[src/rtl/function_profile_table_defines.svh]
// assertion helpers shared by the profile table rtl
`ifndef FUNCTION_PROFILE_TABLE_DEFINES_SVH
`define FUNCTION_PROFILE_TABLE_DEFINES_SVH

// same-cycle implication, checked on every rising clock edge out of reset
`define FPT_ASSERT_NOW(lbl, ante, cons, msg) \
    lbl: assert property (@(posedge clk) disable iff (!rst_n) (ante) |-> (cons)) \
        else $error(msg);

// next-cycle implication
`define FPT_ASSERT_NEXT(lbl, ante, cons, msg) \
    lbl: assert property (@(posedge clk) disable iff (!rst_n) (ante) |=> (cons)) \
        else $error(msg);

`endif

[src/rtl/fpt_pkg.sv]
`default_nettype none

package fpt_pkg;

    localparam int BUCKETS = 4096;
    localparam int WAYS    = 16;
    localparam int ENTRIES = BUCKETS * WAYS;

    localparam int BKT_W  = $clog2(BUCKETS);
    localparam int WAY_W  = (WAYS > 1) ? $clog2(WAYS) : 1;
    localparam int ADDR_W = $clog2(ENTRIES);

    localparam bit BUCKETS_POW2 = ((BUCKETS & (BUCKETS - 1)) == 0);

    typedef enum logic [1:0] {
        ST_UPDATED = 2'd0,
        ST_IGNORED = 2'd1,
        ST_MISS    = 2'd2,
        ST_FULL    = 2'd3
    } status_t;

    typedef struct packed {
        logic [63:0] address;
        logic [31:0] count;
        logic [63:0] total_time;
        logic [63:0] start_time;
        logic [31:0] depth;
    } entry_t;

    function automatic logic [ADDR_W-1:0] slot_of(logic [BKT_W-1:0] bkt,
                                                  logic [WAY_W-1:0] way);
        logic [ADDR_W-1:0] base;
        base = ADDR_W'(ADDR_W'(bkt) * ADDR_W'(WAYS));
        return base + ADDR_W'(way);
    endfunction

    function automatic logic [3:0] way_low4(logic [WAY_W-1:0] way);
        logic [WAY_W+3:0] wide;
        wide = {4'b0000, way};
        return wide[3:0];
    endfunction

endpackage

`default_nettype wire

[src/rtl/fpt_entry_unit.sv]
`default_nettype none

// way compare and entry update arithmetic
module fpt_entry_unit (
    input  wire logic             is_exit,
    input  wire logic [63:0]      fn_address,
    input  wire logic [63:0]      now_us,
    input  wire fpt_pkg::entry_t  probe,
    input  wire fpt_pkg::entry_t  cur,
    input  wire logic [63:0]      elapsed_in,
    output logic                  hit,
    output logic [63:0]           elapsed,
    output fpt_pkg::entry_t       upd
);

    logic match;
    logic empty;

    always_comb
    begin
        match = (probe.address == fn_address);
        empty = (probe.address == 64'd0);
        // enter also stops on the first empty way
        hit   = match || (!is_exit && empty);

        elapsed = now_us - cur.start_time;

        upd = cur;
        if (is_exit)
        begin
            if (cur.depth == 32'd1)
            begin
                upd.total_time = cur.total_time + elapsed_in;
                upd.start_time = 64'd0;
            end
            if (cur.depth != 32'd0)
            begin
                upd.depth = cur.depth - 32'd1;
            end
        end
        else
        begin
            upd.address = fn_address;
            upd.count   = cur.count + 32'd1;
            upd.depth   = cur.depth + 32'd1;
            if (cur.depth == 32'd0)
            begin
                upd.start_time = now_us;
            end
        end
    end

endmodule

`default_nettype wire

[config.mk]
export PLATFORM = sky130hd
export DESIGN_NAME = fpt_entry_unit
export DESIGN_NICKNAME = d
export VERILOG_FILES = /design/src/rtl/function_profile_table_defines.svh /design/src/rtl/fpt_pkg.sv /design/src/rtl/fpt_entry_unit.sv
export SDC_FILE = /design/constraint.sdc
export NUM_CORES = 1
export LEC_CHECK = 0
export BUFFER_PORTS_ARGS = -buffer_cell sky130_fd_sc_hd__buf_2
export CORE_AREA = 5 5 391 393
export DETAILED_ROUTE_END_ITERATION = 7
export DIE_AREA = 0 0 396 398
export SLEW_MARGIN = 10
export SYNTH_ARGS = -nofsm -noshare
export SYNTH_HDL_FRONTEND = slang
export SYNTH_SLANG_ARGS = --single-unit
[constraint.sdc]
create_clock -name vclk -period 2.9
set_input_delay 0.145 -clock vclk [all_inputs]
set_output_delay 0.145 -clock vclk [all_outputs]
set_load 0.05 [all_outputs]
==> flow_metrics.env <==
export IMPL_worstSetupPathType="in2out"
export IMPL_post_dp_hpwl_um=129000
export IMPL_setup_viol=68
export IMPL_path_cells="buf_8 > ha_4 > buf_4 > buf_6 > buf_6 > a21o_1 > a31o_1 > a32o_2 > o311ai_4 > o2111ai_2 > a311oi_2 > o221ai_2 > or2_1 > o21bai_4 > nand3_4 > buf_12"
export IMPL_syn_nets=2793
export IMPL_dr_pass1_iters=7
export IMPL_p_switching_mw=4.45
export IMPL_met3_usage_pct=7.83
export IMPL_wl_per_cell_um=26.7
export IMPL_post_route_period_util_pct=120
export IMPL_fin_nets=4121
export IMPL_die_h_um=398
export IMPL_grtUsageMet2_pct=29.1
export IMPL_grt_pass1_wl_um=182000
export IMPL_grt_total_usage_pct=16.7
export IMPL_cellLeakagePower_nw=12.9
export IMPL_critPathLaunchType="input pin"
export IMPL_dr_first_iter_drc_count=1437
export IMPL_fin_util_pct=19.0
export IMPL_finalPower_mw=7.53
export IMPL_route_detailed_drc=0
export IMPL_arrival_ns=3.33
export IMPL_grt_max_degree=65
export IMPL_drive_gt1_share_pct=55.5
export IMPL_routed_wl_um=140000
export IMPL_ir_drop_v=0.000241
export IMPL_postPlaceCellArea_mm2=0.0255
export IMPL_gp_congestion=1.01
export IMPL_fin_crit_ns=3.48
export IMPL_power_frac_seq_pct=0
export IMPL_cp_required_ns=2.76
export IMPL_fin_ws_ns=-0.576
export IMPL_gr_total_overflow=0
export IMPL_grt_pass1_vias=21025
export IMPL_netSwitchingFraction_pct=59.1
export IMPL_layout_area_overhead_vs_synth_pct=127
export IMPL_pwr_density_cell_mw_per_mm2=266
export IMPL_ys_seq_area_share_pct=0
export IMPL_hp_class="in2out"
export IMPL_synth_area_per_cell_um2=6.37
export IMPL_initial_utilization_pct=8.36
export IMPL_ys_top_cells_by_area="ha_1 (13%), xnor2_1 (13%), nand2_1 (9.6%)"
export IMPL_fin_area_mm2=0.0283
export IMPL_vias=20928
export IMPL_end_kind="primary output"
export IMPL_layout_commonest_cell="buf_2"
export IMPL_core_area_mm2=0.149
export IMPL_seq_cells=0
export IMPL_antenna_left=0
export IMPL_critPathMostFrequentCell="buf_6"
export IMPL_fp_dieArea_mm2=0.158
export IMPL_drv_slew=0
export IMPL_grt_setup_unrepaired="true"
export IMPL_use_met1_pct=18.5
export IMPL_antenna_found_initial=114
export IMPL_fp_row_count=142
export IMPL_final_cells=5259
export IMPL_synth_area_mm2=0.0125
export IMPL_path_buf_inv=5
export IMPL_fmax_ghz=0.288
export IMPL_ys_types=84
export IMPL_seqCellArea_um2=0
export IMPL_yosys_area_top_type_share_pct=13.0
export IMPL_slew_headroom_pct=40.6
export IMPL_cp_max_fo=3
export IMPL_cpLargestDelayFamily="compound AO/OA/AOI/OAI gates"
export IMPL_postCtsHoldBufs=0
export IMPL_power_internal_mw=3.08
export IMPL_nClkBuffers=0
export IMPL_p_clk_share_pct=0
export IMPL_busiest_layer="met2"
export IMPL_worst_pin_slew_ns=0.891
export IMPL_placed_cells=5173
export IMPL_max_stage_delay_ns=0.41
export IMPL_ios=1026
export IMPL_combPwrFrac_pct=100.0
export IMPL_die_w_um=396
export IMPL_cap_violations=0
export IMPL_finalHoldViolCount=0
export IMPL_synth_top_cell_by_area="ha_1"
export IMPL_io_buffers=834
export IMPL_post_place_ws_ns=-0.918
export IMPL_outcome="finished with violations"
export IMPL_failed_checks="negative setup slack"
export IMPL_whs_ns=0.642
export IMPL_tns_ns=-20.05
export IMPL_avgViaCountPerCell=3.98
export IMPL_layout_common_cells="buf_2 (648), buf_4 (535), nand2_1 (309)"
export IMPL_cp_slowest_cell="a311oi_2"
export IMPL_ys_warnings_count=0
export IMPL_synthCells=1956
[power by group through the flow]
stage | sequential [mW] | clock [mW] | combinational (mW)
6_report | 0 | 0.00000155 | 7.53
5_1_grt | 0 | 0.000000139 | 7.91
4_1_cts | 0 | 0 | 7.36
3_5_place_dp | 0 | 0 | 6.82
3_3_place_gp | 0 | 0 | 6.83
2_1_floorplan | 0 | 0 | 3.48
[cell usage after synthesis (20+ instances only)]
| library cell | number |
|---|---|
| nand2_1 | 318 |
| a21oi_1 | 208 |
| xnor2_1 | 178 |
| ha_1 | 130 |
| o21ai_0 | 129 |
| inv_1 | 112 |
| nor2_1 | 110 |
| a21o_1 | 67 |
| mux2_2 | 67 |
| clkbuf_1 | 62 |
| xor2_1 | 62 |
| nand4_1 | 59 |
| nand3_1 | 50 |
| nor3_1 | 40 |
| and3_1 | 32 |
| nor4_1 | 28 |
| a31oi_1 | 24 |
| buf_2 | 20 |
| o21bai_1 | 20 |
[metal layers]
| metal | wire, µm | up-vias |
|---|---|---|
| li1 | - | 9747 |
| met1 | 53700 | 9936 |
| met2 | 66700 | 903 |
| met3 | 14800 | 254 |
| met4 | 4610 | 88 |
| met5 | 589 | - |
[cell families after synthesis]
| family | Yosys count | synth area share [%] |
|---|---|---|
| compound gates | 581 | 29.5 |
| xor+xnor | 240 | 16.9 |
| fa+ha+maj | 132 | 13.4 |
| buf+inv | 205 | 6.37 |
| mux | 68 | 6.13 |
| simple gates | 730 | 27.8 |
[tightest hold or removal path, cell delays in order]
cell and delay, ns:
buf_2 0.09, xor2_1 0.06, buf_2 0.21
[layout make-up]
class	instances	area (µm²)
inverter	112	435
tap	1944	2430
antenna	33	82.6
fill	16714	121000
multi-input combinational	1751	14100
timing repair buffer	1419	11200
[repair_timing]
item                       CTS  global route
resized for setup          348           132
hold endpoints to repair     0             0
buffers inserted            37            34
pin swaps                  121           119
cloned                       0             0
setup endpoints to repair   90           146
[final timing paths]
path | start | to | slack [ns] | depth (start not counted)
max | cur[110] | upd[159] | -0.58 | 16
min | cur[191] | upd[191] | 0.64 | 3
Power figures use the tool's default switching activity.
