**config.mk**
```make
export PLATFORM = sky130hd
export DESIGN_NAME = fpt_bucket_mod
export DESIGN_NICKNAME = d
export VERILOG_FILES = /design/src/rtl/function_profile_table_defines.svh /design/src/rtl/fpt_pkg.sv /design/src/rtl/fpt_bucket_mod.sv
export SDC_FILE = /design/constraint.sdc
export NUM_CORES = 1
export LEC_CHECK = 0
export BUFFER_PORTS_ARGS = -buffer_cell sky130_fd_sc_hd__buf_2
export CAP_MARGIN = 25
export CORE_ASPECT_RATIO = 0.8
export CORE_MARGIN = 3
export CORE_UTILIZATION = 36
export DETAILED_ROUTE_END_ITERATION = 8
export GPL_TIMING_DRIVEN = 1
export PLACE_DENSITY = 0.6
export SLEW_MARGIN = 40
export SYNTH_ARGS = -nofsm -noshare
export SYNTH_HDL_FRONTEND = slang
export SYNTH_SLANG_ARGS = --single-unit
export TNS_END_PERCENT = 5
```
**constraint.sdc**
```tcl
create_clock -name clk -period 4.4 [get_ports clk]
set_clock_uncertainty 0.1 [all_clocks]
set_input_delay 0.88 -clock clk [delete_from_list [all_inputs] [get_ports clk]]
set_output_delay 0.88 -clock clk [all_outputs]
set_load 0.01 [all_outputs]
```
**src/rtl/function_profile_table_defines.svh**
```systemverilog
// assertion helpers shared by the profile table rtl
`ifndef FUNCTION_PROFILE_TABLE_DEFINES_SVH
`define FUNCTION_PROFILE_TABLE_DEFINES_SVH

// same-cycle implication, checked on every rising clock edge out of reset
`define FPT_ASSERT_NOW(lbl, ante, cons, msg) \
    lbl: assert property (@(posedge clk) disable iff (!rst_n) (ante) |-> (cons)) \
        else $error(msg);

// next-cycle implication
`define FPT_ASSERT_NEXT(lbl, ante, cons, msg) \
    lbl: assert property (@(posedge clk) disable iff (!rst_n) (ante) |=> (cons)) \
        else $error(msg);

`endif

```
**src/rtl/fpt_pkg.sv**
```systemverilog
`default_nettype none

package fpt_pkg;

    localparam int BUCKETS = 4096;
    localparam int WAYS    = 16;
    localparam int ENTRIES = BUCKETS * WAYS;

    localparam int BKT_W  = $clog2(BUCKETS);
    localparam int WAY_W  = (WAYS > 1) ? $clog2(WAYS) : 1;
    localparam int ADDR_W = $clog2(ENTRIES);

    localparam bit BUCKETS_POW2 = ((BUCKETS & (BUCKETS - 1)) == 0);

    typedef enum logic [1:0] {
        ST_UPDATED = 2'd0,
        ST_IGNORED = 2'd1,
        ST_MISS    = 2'd2,
        ST_FULL    = 2'd3
    } status_t;

    typedef struct packed {
        logic [63:0] address;
        logic [31:0] count;
        logic [63:0] total_time;
        logic [63:0] start_time;
        logic [31:0] depth;
    } entry_t;

    function automatic logic [ADDR_W-1:0] slot_of(logic [BKT_W-1:0] bkt,
                                                  logic [WAY_W-1:0] way);
        logic [ADDR_W-1:0] base;
        base = ADDR_W'(ADDR_W'(bkt) * ADDR_W'(WAYS));
        return base + ADDR_W'(way);
    endfunction

    function automatic logic [3:0] way_low4(logic [WAY_W-1:0] way);
        logic [WAY_W+3:0] wide;
        wide = {4'b0000, way};
        return wide[3:0];
    endfunction

endpackage

`default_nettype wire

```
**src/rtl/fpt_bucket_mod.sv**
```systemverilog
`default_nettype none

// address modulo bucket count, one hex digit per cycle, msb first
module fpt_bucket_mod (
    input  wire logic                       clk,
    input  wire logic                       rst_n,
    input  wire logic                       start,
    input  wire logic [63:0]                addr,
    output logic                            done,
    output logic [fpt_pkg::BKT_W-1:0]       rem
);

    localparam int V_W = fpt_pkg::BKT_W + 4;

    logic                       run_reg;
    logic                       done_reg;
    logic [3:0]                 cnt_reg;
    logic [63:0]                addr_reg;
    logic [fpt_pkg::BKT_W-1:0]  rem_reg;
    logic [fpt_pkg::BKT_W-1:0]  rem_next;
    logic [3:0]                 digit;
    logic [V_W-1:0]             v;
    logic [V_W-1:0]             sub;

    always_comb
    begin
        digit = addr_reg[{cnt_reg, 2'b00} +: 4];
        v     = {rem_reg, digit};
        sub   = '0;
        // largest multiple of the bucket count not above v
        for (int k = 1; k < 16; k++)
        begin
            if (v >= V_W'(k * fpt_pkg::BUCKETS))
            begin
                sub = V_W'(k * fpt_pkg::BUCKETS);
            end
        end
        rem_next = fpt_pkg::BKT_W'(v - sub);
    end

    always_ff @(posedge clk or negedge rst_n)
    begin
        if (!rst_n)
        begin
            run_reg  <= 1'b0;
            done_reg <= 1'b0;
            cnt_reg  <= '0;
            addr_reg <= '0;
            rem_reg  <= '0;
        end
        else
        begin
            done_reg <= 1'b0;
            if (start)
            begin
                run_reg  <= 1'b1;
                cnt_reg  <= 4'hf;
                addr_reg <= addr;
                rem_reg  <= '0;
            end
            else if (run_reg)
            begin
                rem_reg <= rem_next;
                cnt_reg <= cnt_reg - 4'd1;
                if (cnt_reg == 4'd0)
                begin
                    run_reg  <= 1'b0;
                    done_reg <= 1'b1;
                end
            end
        end
    end

    assign done = done_reg;
    assign rem  = rem_reg;

endmodule

`default_nettype wire

```
==> impl_metrics.csv, run 1 <==
group,metric,value,unit
layout,drive_gt1_share,52.3,%
timing,setup-violations-final,0,
route,routedWlPerCell,16.2,um
placement,port_buffers,79,
timing,slew_headroom,49.0,%
setup_path,crit-reg2reg-launch,"cnt_reg[0]",
job,maxCapViolations,0,
floorplan,die_x,119,um
setup_path,critPathKind,"reg2reg",
placement,place.gp.congestion,0.688,
logic_synthesis,synth_cell_types,34,
setup_path,cp.arrival,2.31,ns
power,leakage,2.09,nW
logic_synthesis,ys.warnings.count,0,
global_routing,grt_pass1_wl,12100,um
timing,period_share,49.9,%
timing,rsz0062_at_grt,"false",
route,routed_wl,7520,um
power,p_per_area,421,nW/um^2
timing,fin_crit,2.20,ns
timing,worstMarginPinSlew,0.765,ns
power,p_total,0.00190,W
route,drt_iter0_markers,131,
clocking,cts_sinks,82,
timing,hold_violations,0,
timing,max_freq,455,MHz
layout,layout-area-overhead-vs-synth,23.3,%
clocking,cts_root_buf,"clkbuf_16",
timing,finalSetupTns,0,ns
clocking,clock_latency,0.33,ns
layout,diodes,0,
global_routing,grt-ovfl-total,0,
global_routing,grt_usage,13.7,%
logic_synthesis,ys_ff_latch,82,
logic_synthesis,avgSynthCellArea,14.7,sq um
setup_path,required,4.51,ns
logic_synthesis,synth_area,3660,sq um
clocking,htreeDepth,3,
global_routing,grt_start_max_net_pins,83,
clocking,clk_pin_slew,0.06,ns
layout,final_common_cell,"dfrtp_1",
logic_synthesis,yosysSeqAreaShare,56.1,%
route,ant_nets,0,
logic_synthesis,mappedNetlistNets,317,
floorplan,num_io_pins,80,
placement,hpwl,5090,um
layout,mostFrequentLayoutCells,"80 x dfrtp_1, 77 x buf_2, 69 x mux2_2",
setup_path,endpoint_kind,"flip-flop",
global_routing,grt_pass1_vias,2358,
setup_path,path_max_fanout,18,
clocking,cts-hold-fix-buffers,0,
timing,slew_viol_final,0,
layout,fin_util,46.2,%
route,vias,2255,
route,first_pass_iters,4,
clocking,clock_path_buffers,2,
power,ir_drop,0.198,mV
layout,fin_nets,390,
clocking,post_cts_buffers,0,
setup_path,reg2reg_depth,3,
global_routing,antenna_found_initial,0,
route,drc,0,
floorplan,core_area,9770,sq um
timing,holdWs,0.310,ns
clocking,ctsResizeCount,0,
layout,largest_reg_flops,64,
clocking,cts_buffers,9,
status,status,"complete, no violations",
clocking,cts_tree,"done",
floorplan,dieHeight,96.1,um
hold_path,hold_path.class,"in2async",
setup_path,r2r_end,"rem[3]",
floorplan,rows,32,
floorplan,die-area,11400,sq um
route,viasPerCell,4.87,
setup_path,startpoint_type,"flip-flop",
setup_path,r2r_setup_slack,2.20,ns
logic_synthesis,syn_inst,249,
floorplan,start_util,37.4,%
[critical path, cell delays in order, from the launching register on]
cell and delay, ns:
dfrtp_2 0.67, mux4_1 0.67, mux2_2 0.30, a221o_1 0.34
[stage by stage]
stage / cells / area, sq um / setup WS, ns
floorplan: 249 / 3660 / 2.21
global placement: 446 / 4150 / 1.89
detailed placement: 446 / 4160 / 2.11
CTS: 462 / 4480 / 2.18
global route: 463 / 4510 / 2.09
finish: 463 / 4510 / 2.20
[synthesized netlist by cell type, drive strengths merged]
cell type	count	area, sq um
a21o	1	7.51
nor2	12	45.0
mux2i	10	100
o311ai	1	8.76
or3b	1	8.76
mux2	69	777
nand3	1	5.00
nor4	3	18.8
inv	2	7.51
a2111oi	1	8.76
a21oi	1	5.00
nand2	4	15.0
o211ai	1	7.51
nor4b	1	8.76
ha	1	12.5
a31oi	1	6.26
nand3b	1	7.51
mux4	11	278
clkbuf	11	41.3
dfrtp	82	2050
xnor2	2	17.5
and3	1	6.26
nor2b	7	43.8
o21ai	1	5.00
buf	7	38.8
nor3b	1	7.51
o21bai	1	7.51
nand2b	4	25.0
a211oi	6	45.0
and3b	1	8.76
a221o	3	30.0
[worst max-delay path by stage]
stage	from	to	depth (start not counted)
5_1_grt	cnt_reg[0]	rem[3]	3
3_3_place_gp	cnt_reg[0]	rem[3]	3
3_5_place_dp	start	rem[3]	4
4_1_cts	cnt_reg[0]	rem[3]	3
2_1_floorplan	start	addr_reg[42]	4
6_report	cnt_reg[0]	rem[3]	3
[layer usage]
metal | up-vias | wire length, um | global-route usage (%)
met5 | - | 0 | 0
met4 | 0 | 91 | 4.92
met1 | 1134 | 3510 | 18.3
met2 | 52 | 3510 | 21.4
li1 | 1061 | - | -
met3 | 8 | 412 | 4.00
[kinds of logic (layout without fill, tap and decap cells)]
| family | after synthesis | after routing | share of synthesized area [%] |
|---|---|---|---|
| AO/OA/AOI/OAI | 17 | 17 | 3.59 |
| XOR/XNOR | 2 | 2 | 0.479 |
| adder cells (fa/ha/maj) | 1 | 1 | 0.342 |
| buffers and inverters | 20 | 98 | 2.40 |
| flip-flops | 82 | 82 | 56.1 |
| multiplexers | 90 | 90 | 31.6 |
| AND/OR/NAND/NOR | 37 | 37 | 5.48 |
[where the power goes]
group | switching (W) | internal, W
logic | 0.0000888 | 0.000138
registers | 0.0000555 | 0.000826
clock network | 0.000288 | 0.000501
total | 0.000432 | 0.00147
[area by class of cell]
type	instances	area, sq um
Sequential cell	82	2050
Clock inverter	3	45.0
Fill cell	920	5260
Inverter	2	7.51
Multi-Input combinational cell	147	1520
Tap cell	136	170
Timing Repair Buffer	80	435
Clock buffer	13	280
Note: power is estimated with default switching activity, not from simulation.
==> run 2, diff against run 1 <==
==> constraint.sdc (replaced) <==
create_clock -name clk -period 2.05 [get_ports clk]
set_clock_uncertainty 0.1 [all_clocks]
set_input_delay 0.41 -clock clk [delete_from_list [all_inputs] [get_ports clk]]
set_output_delay 0.41 -clock clk [all_outputs]
set_load 0.01 [all_outputs]
==> run 2 against run 1 <==
Count of clock-buffer cells in the layout is 1 lower. Sequential cell count unchanged. Non-clock buffer count rose by 13. Register-to-register slack lost 2.1 ns. Combinational power is 130% higher. Via count is 2.8% higher. Clock power is 89% higher. Routed wire length is 3.5% higher. Total power is 110% higher. Critical path type unchanged. Highest routed layer unchanged.
==> impl_metrics.csv, run 2 (synthesis results as in run 1) <==
group,metric,value,unit
timing,worstMarginPinSlew,0.548,ns
global_routing,grt-ovfl-total,0,
job,maxCapViolations,0,
clocking,cts_root_buf,"clkbuf_16",
route,drt_iter0_markers,113,
floorplan,start_util,37.4,%
route,first_pass_iters,4,
global_routing,grt_pass1_vias,2384,
timing,slew_headroom,63.4,%
power,leakage,2.13,nW
placement,place_ws,0.0973,ns
clocking,clk_pin_slew,0.06,ns
power,p_per_area,855,nW/um^2
floorplan,num_io_pins,80,
layout,layout-area-overhead-vs-synth,24.8,%
timing,setup-violations-final,0,
floorplan,die-area,11400,sq um
placement,place_inst,459,
timing,period_share,94.8,%
timing,rsz0062_at_grt,"false",
floorplan,core_area,9770,sq um
setup_path,startpoint_type,"flip-flop",
timing,hold_violations,0,
setup_path,r2r_setup_slack,0.11,ns
clocking,htreeDepth,3,
placement,place_area,4270,sq um
layout,fin_nets,403,
power,p_total,0.00390,W
layout,mostFrequentLayoutCells,"82 x dfrtp_1, 77 x buf_2, 69 x mux2_2",
status,status,"complete, no violations",
layout,largest_reg_flops,64,
setup_path,required,2.17,ns
setup_path,cp.arrival,2.06,ns
power,ir_drop,0.445,mV
timing,slew_viol_final,0,
hold_path,hold_path.class,"in2reg",
floorplan,rows,32,
route,viasPerCell,4.87,
clocking,clock_latency,0.33,ns
placement,place.gp.congestion,0.809,
global_routing,grt_start_max_net_pins,39,
layout,drive_gt1_share,52.9,%
layout,post-route-cell-area,4560,sq um
layout,diodes,0,
clocking,cts_tree,"done",
floorplan,dieHeight,96.1,um
timing,fin_crit,1.94,ns
placement,port_buffers,79,
route,routedWlPerCell,16.3,um
global_routing,grt_usage,14.2,%
layout,fillers,924,
layout,final_common_cell,"dfrtp_1",
setup_path,path_max_fanout,7,
setup_path,critPathKind,"reg2reg",
clocking,cts_sinks,82,
clocking,clock_path_buffers,2,
route,ant_nets,0,
layout,fin_cells,476,
route,routed_wl,7780,um
timing,fin_ws,0.106,ns
floorplan,die_x,119,um
clocking,cts_buffers,9,
timing,finalSetupTns,0,ns
setup_path,endpoint_kind,"flip-flop",
global_routing,antenna_found_initial,0,
route,drc,0,
placement,hpwl,5750,um
timing,max_freq,514,MHz
global_routing,grt_pass1_wl,12500,um
route,vias,2319,
[run 2: cell types whose count changed in the layout (fill, tap and decap cells not counted), moves of 2 or more]
cell / change
buf_12: +2
buf_4: +13
buf_6: -2
clkbuf_8: -2
clkinv_2: +2
dfrtp_1: +2
dfrtp_2: -2
[run 2: path summary, 6_finish.rpt]
path	from	to	depth (start not counted)
worst max-delay path	cnt_reg[0]	rem[1]	4
worst min-delay path	addr[19]	addr_reg[19]	2
worst max register to register	cnt_reg[0]	rem[1]	4
worst min register to register	addr_reg[14]	addr_reg[14]	1
max in group asynchronous	rst_n	addr_reg[16]	3
min in group asynchronous	rst_n	addr_reg[47]	2
[run 2: per-layer routing]
layer	part of all wire (%)	track usage [%]	wire (um)
met3	4.1	3.76	320
met1	51	20.8	3970
met4	1.3	4.63	104
met2	44	20.4	3390
met5	0	0	0
[run 2: worst max-delay path, stage by stage, from the launching register on]
cell     delay (ns)
dfrtp_1        0.39
buf_4          0.20
mux4_1         0.58
mux2_2         0.27
a221o_1        0.29
[run 2: layout make-up]
class                      instances  area (sq um)  area share [%]
timing repair buffer              93           533            11.7
clock inverter                     4          26.3           0.576
tap                              136           170            3.73
clock buffer                      12           256            5.62
sequential                        82          2050            45.0
inverter                           2          7.51           0.165
multi-input combinational        147          1520            33.2
[run 2: timing repair]
action                    in CTS  in global routing
buffers inserted               0                  0
hold buffers                   1                  0
hold endpoints to repair      23                  0
resized for setup              0                  0
[run 2: metrics by stage]
stage	hold slack, ns	util [%]
6_report	0.205	46.7
5_1_grt	0.199	46.7
4_1_cts	0.200	46.7
3_5_place_dp	0.244	43.7
3_3_place_gp	0.238	43.7
2_1_floorplan	0.0144	-
[run 2: power breakdown]
| part | total, W | switching, W | internal [W] |
|---|---|---|---|
| Combinational | 0.000525 | 0.000211 | 0.000314 |
| Clock | 0.00149 | 0.000610 | 0.000884 |
| Sequential | 0.00188 | 0.000110 | 0.00177 |
| Total | 0.00390 | 0.000931 | 0.00297 |
==> run 3, diff against run 2 <==
--- a/config.mk
+++ b/config.mk
@@ -7,11 +7,12 @@
 export LEC_CHECK = 0
 export BUFFER_PORTS_ARGS = -buffer_cell sky130_fd_sc_hd__buf_2
 export CAP_MARGIN = 25
-export CORE_ASPECT_RATIO = 0.8
+export CORE_ASPECT_RATIO = 1.2
 export CORE_MARGIN = 3
 export CORE_UTILIZATION = 36
 export DETAILED_ROUTE_END_ITERATION = 8
 export GPL_TIMING_DRIVEN = 1
+export HOLD_SLACK_MARGIN = 0.03
 export PLACE_DENSITY = 0.6
 export SLEW_MARGIN = 40
 export SYNTH_ARGS = -nofsm -noshare
==> run 3 against run 2 <==
Routed wire length down 2.6%. Hold slack worse by 0.00082 ns. Final cell count down 3.4%. Worst setup slack better by 0.051 ns. Count of clock-buffer cells in the layout unchanged. Clock power up 4%. Combinational power about the same. Sequential power about the same. Global-route usage up 0.094 points. Register-to-register slack better by 0.05 ns. Sequential cell count unchanged. Critical endpoint unchanged.
==> impl_metrics.csv, run 3 (synthesis results as in run 1) <==
group,metric,value,unit
route,first_pass_iters,4,
clocking,cts_buffers,9,
power,p_total,0.00395,W
floorplan,die-area,11400,sq um
setup_path,required,2.17,ns
floorplan,die_x,98.0,um
global_routing,grt_start_max_net_pins,58,
power,share_comb_of_total_power,13.3,%
placement,place.gp.congestion,0.712,
clocking,clk_pin_slew,0.06,ns
timing,finalSetupTns,0,ns
power,cellInternalPower,0.00305,W
power,p_sw,0.000900,W
layout,largest_reg_flops,64,
layout,drive_gt1_share,52.2,%
route,routedWlPerCell,16.5,um
power,p_sw_share,22.8,%
timing,max_freq,528,MHz
timing,setup-violations-final,0,
clocking,cts_tree,"done",
timing,hold_violations,0,
setup_path,reg2reg_depth,4,
setup_path,startpoint_type,"flip-flop",
power,seqPwrFrac,47.5,%
timing,worstMarginPinSlew,0.574,ns
setup_path,slowest_delay,0.55,ns
global_routing,grt_usage,14.3,%
setup_path,crit_cells,4,
clocking,cts_sinks,82,
global_routing,grt_pass1_vias,2399,
setup_path,critPathKind,"reg2reg",
clocking,cts_root_buf,"clkbuf_16",
global_routing,grt_pass1_wl,12500,um
setup_path,critPathBufInv,1,
layout,diodes,0,
hold_path,whs_path_depth,2,
route,drc,0,
layout,layout-area-overhead-vs-synth,24.4,%
clocking,ctsResizeCount,0,
power,pwr-share-clk,39.3,%
job,maxCapViolations,0,
setup_path,path_cells,"buf_4, mux4_1, mux2_2, a221o_1",
global_routing,grt-ovfl-total,0,
placement,hpwl,5540,um
power,ir_drop,0.488,mV
timing,slew_headroom,61.7,%
clocking,htreeDepth,3,
floorplan,start_util,37.6,%
hold_path,hold_path.class,"in2reg",
clocking,post_cts_buffers,0,
setup_path,slowest_stage,"mux4_1",
setup_path,endpoint_kind,"flip-flop",
setup_path,cp.arrival,2.01,ns
timing,fin_crit,1.89,ns
power,leakage,2.13,nW
timing,period_share,92.3,%
floorplan,dieHeight,116,um
global_routing,antenna_found_initial,0,
layout,final_common_cell,"dfrtp_1",
floorplan,num_io_pins,80,
timing,holdWs,0.204,ns
layout,post-route-cell-area,4550,sq um
setup_path,critPathTopFamily,"multiplexers",
clocking,clock_latency,0.33,ns
layout,fin_nets,401,
route,viasPerCell,5.01,
floorplan,rows,39,
power,p_per_area,870,nW/um^2
floorplan,core_area,9710,sq um
timing,slew_viol_final,0,
clocking,cts-hold-fix-buffers,1,
layout,mostFrequentLayoutCells,"82 x dfrtp_1, 77 x buf_2, 69 x mux2_2",
timing,rsz0062_at_grt,"false",
status,status,"complete, no violations",
layout,fin_util,46.8,%
placement,place_area,4250,sq um
route,vias,2304,
route,routed_wl,7580,um
route,ant_nets,0,
clocking,clock_path_buffers,2,
setup_path,path_max_fanout,6,
placement,port_buffers,79,
route,drt_iter0_markers,99,
==> run 3: cell types whose count changed in the layout (fill, tap and decap cells not counted) <==
cell,previous run,this run
buf_4,13,10
buf_12,2,3
clkinv_4,1,0
bufinv_16,0,1
clkbuf_8,2,1
clkbuf_1,1,2
clkinvlp_4,1,0
==> run 3: power groups by stage <==
stage	sequential, W	clock, W	combinational, W
2_1_floorplan	0.00187	0	0.000340
6_report	0.00188	0.00155	0.000524
5_1_grt	0.00190	0.00167	0.000580
3_5_place_dp	0.00191	0	0.000530
3_3_place_gp	0.00191	0	0.000521
4_1_cts	0.00188	0.00160	0.000535
==> run 3: routing by layer <==
layer	GRT usage [%]	part of all wire (%)	vias to the layer above
li1	-	-	1091
met1	18.8	43	1150
met2	22.6	50	52
met3	4.00	5.2	11
met4	5.54	1.7	0
met5	0	0	-
==> run 3: layout make-up <==
type / instances / area [sq um]
Inverter: 2 / 7.51
Tap cell: 123 / 154
Fill cell: 886 / 5160
Clock buffer: 12 / 246
Timing Repair Buffer: 91 / 531
Multi-Input combinational cell: 147 / 1520
Sequential cell: 82 / 2050
Clock inverter: 3 / 40.0
==> run 3: worst register-to-register path, delay by kind of cell, from the launching register on <==
family	cells	cell delay, ns
mux	2	0.82
compound gates	1	0.29
flops	1	0.38
buf+inv	1	0.18
==> run 3: worst paths after layout <==
check / startpoint / end / slack [ns]
worst min register to register: addr_reg[33] / addr_reg[33] / 0.41
min in group asynchronous: rst_n / addr_reg[17] / 0.49
max in group asynchronous: rst_n / addr_reg[36] / 0.76
worst max register to register: cnt_reg[0] / rem[1] / 0.16
worst max-delay path: cnt_reg[0] / rem[1] / 0.16
worst min-delay path: addr[19] / addr_reg[19] / 0.20
==> run 3: metrics by stage <==
| step | setup slack [ns] | instances |
|---|---|---|
| 2_1_floorplan | 0.257 | 249 |
| 3_3_place_gp | 0.180 | 444 |
| 3_5_place_dp | 0.160 | 444 |
| 4_1_cts | 0.148 | 460 |
| 5_1_grt | 0.0604 | 460 |
| 6_report | 0.157 | 460 |
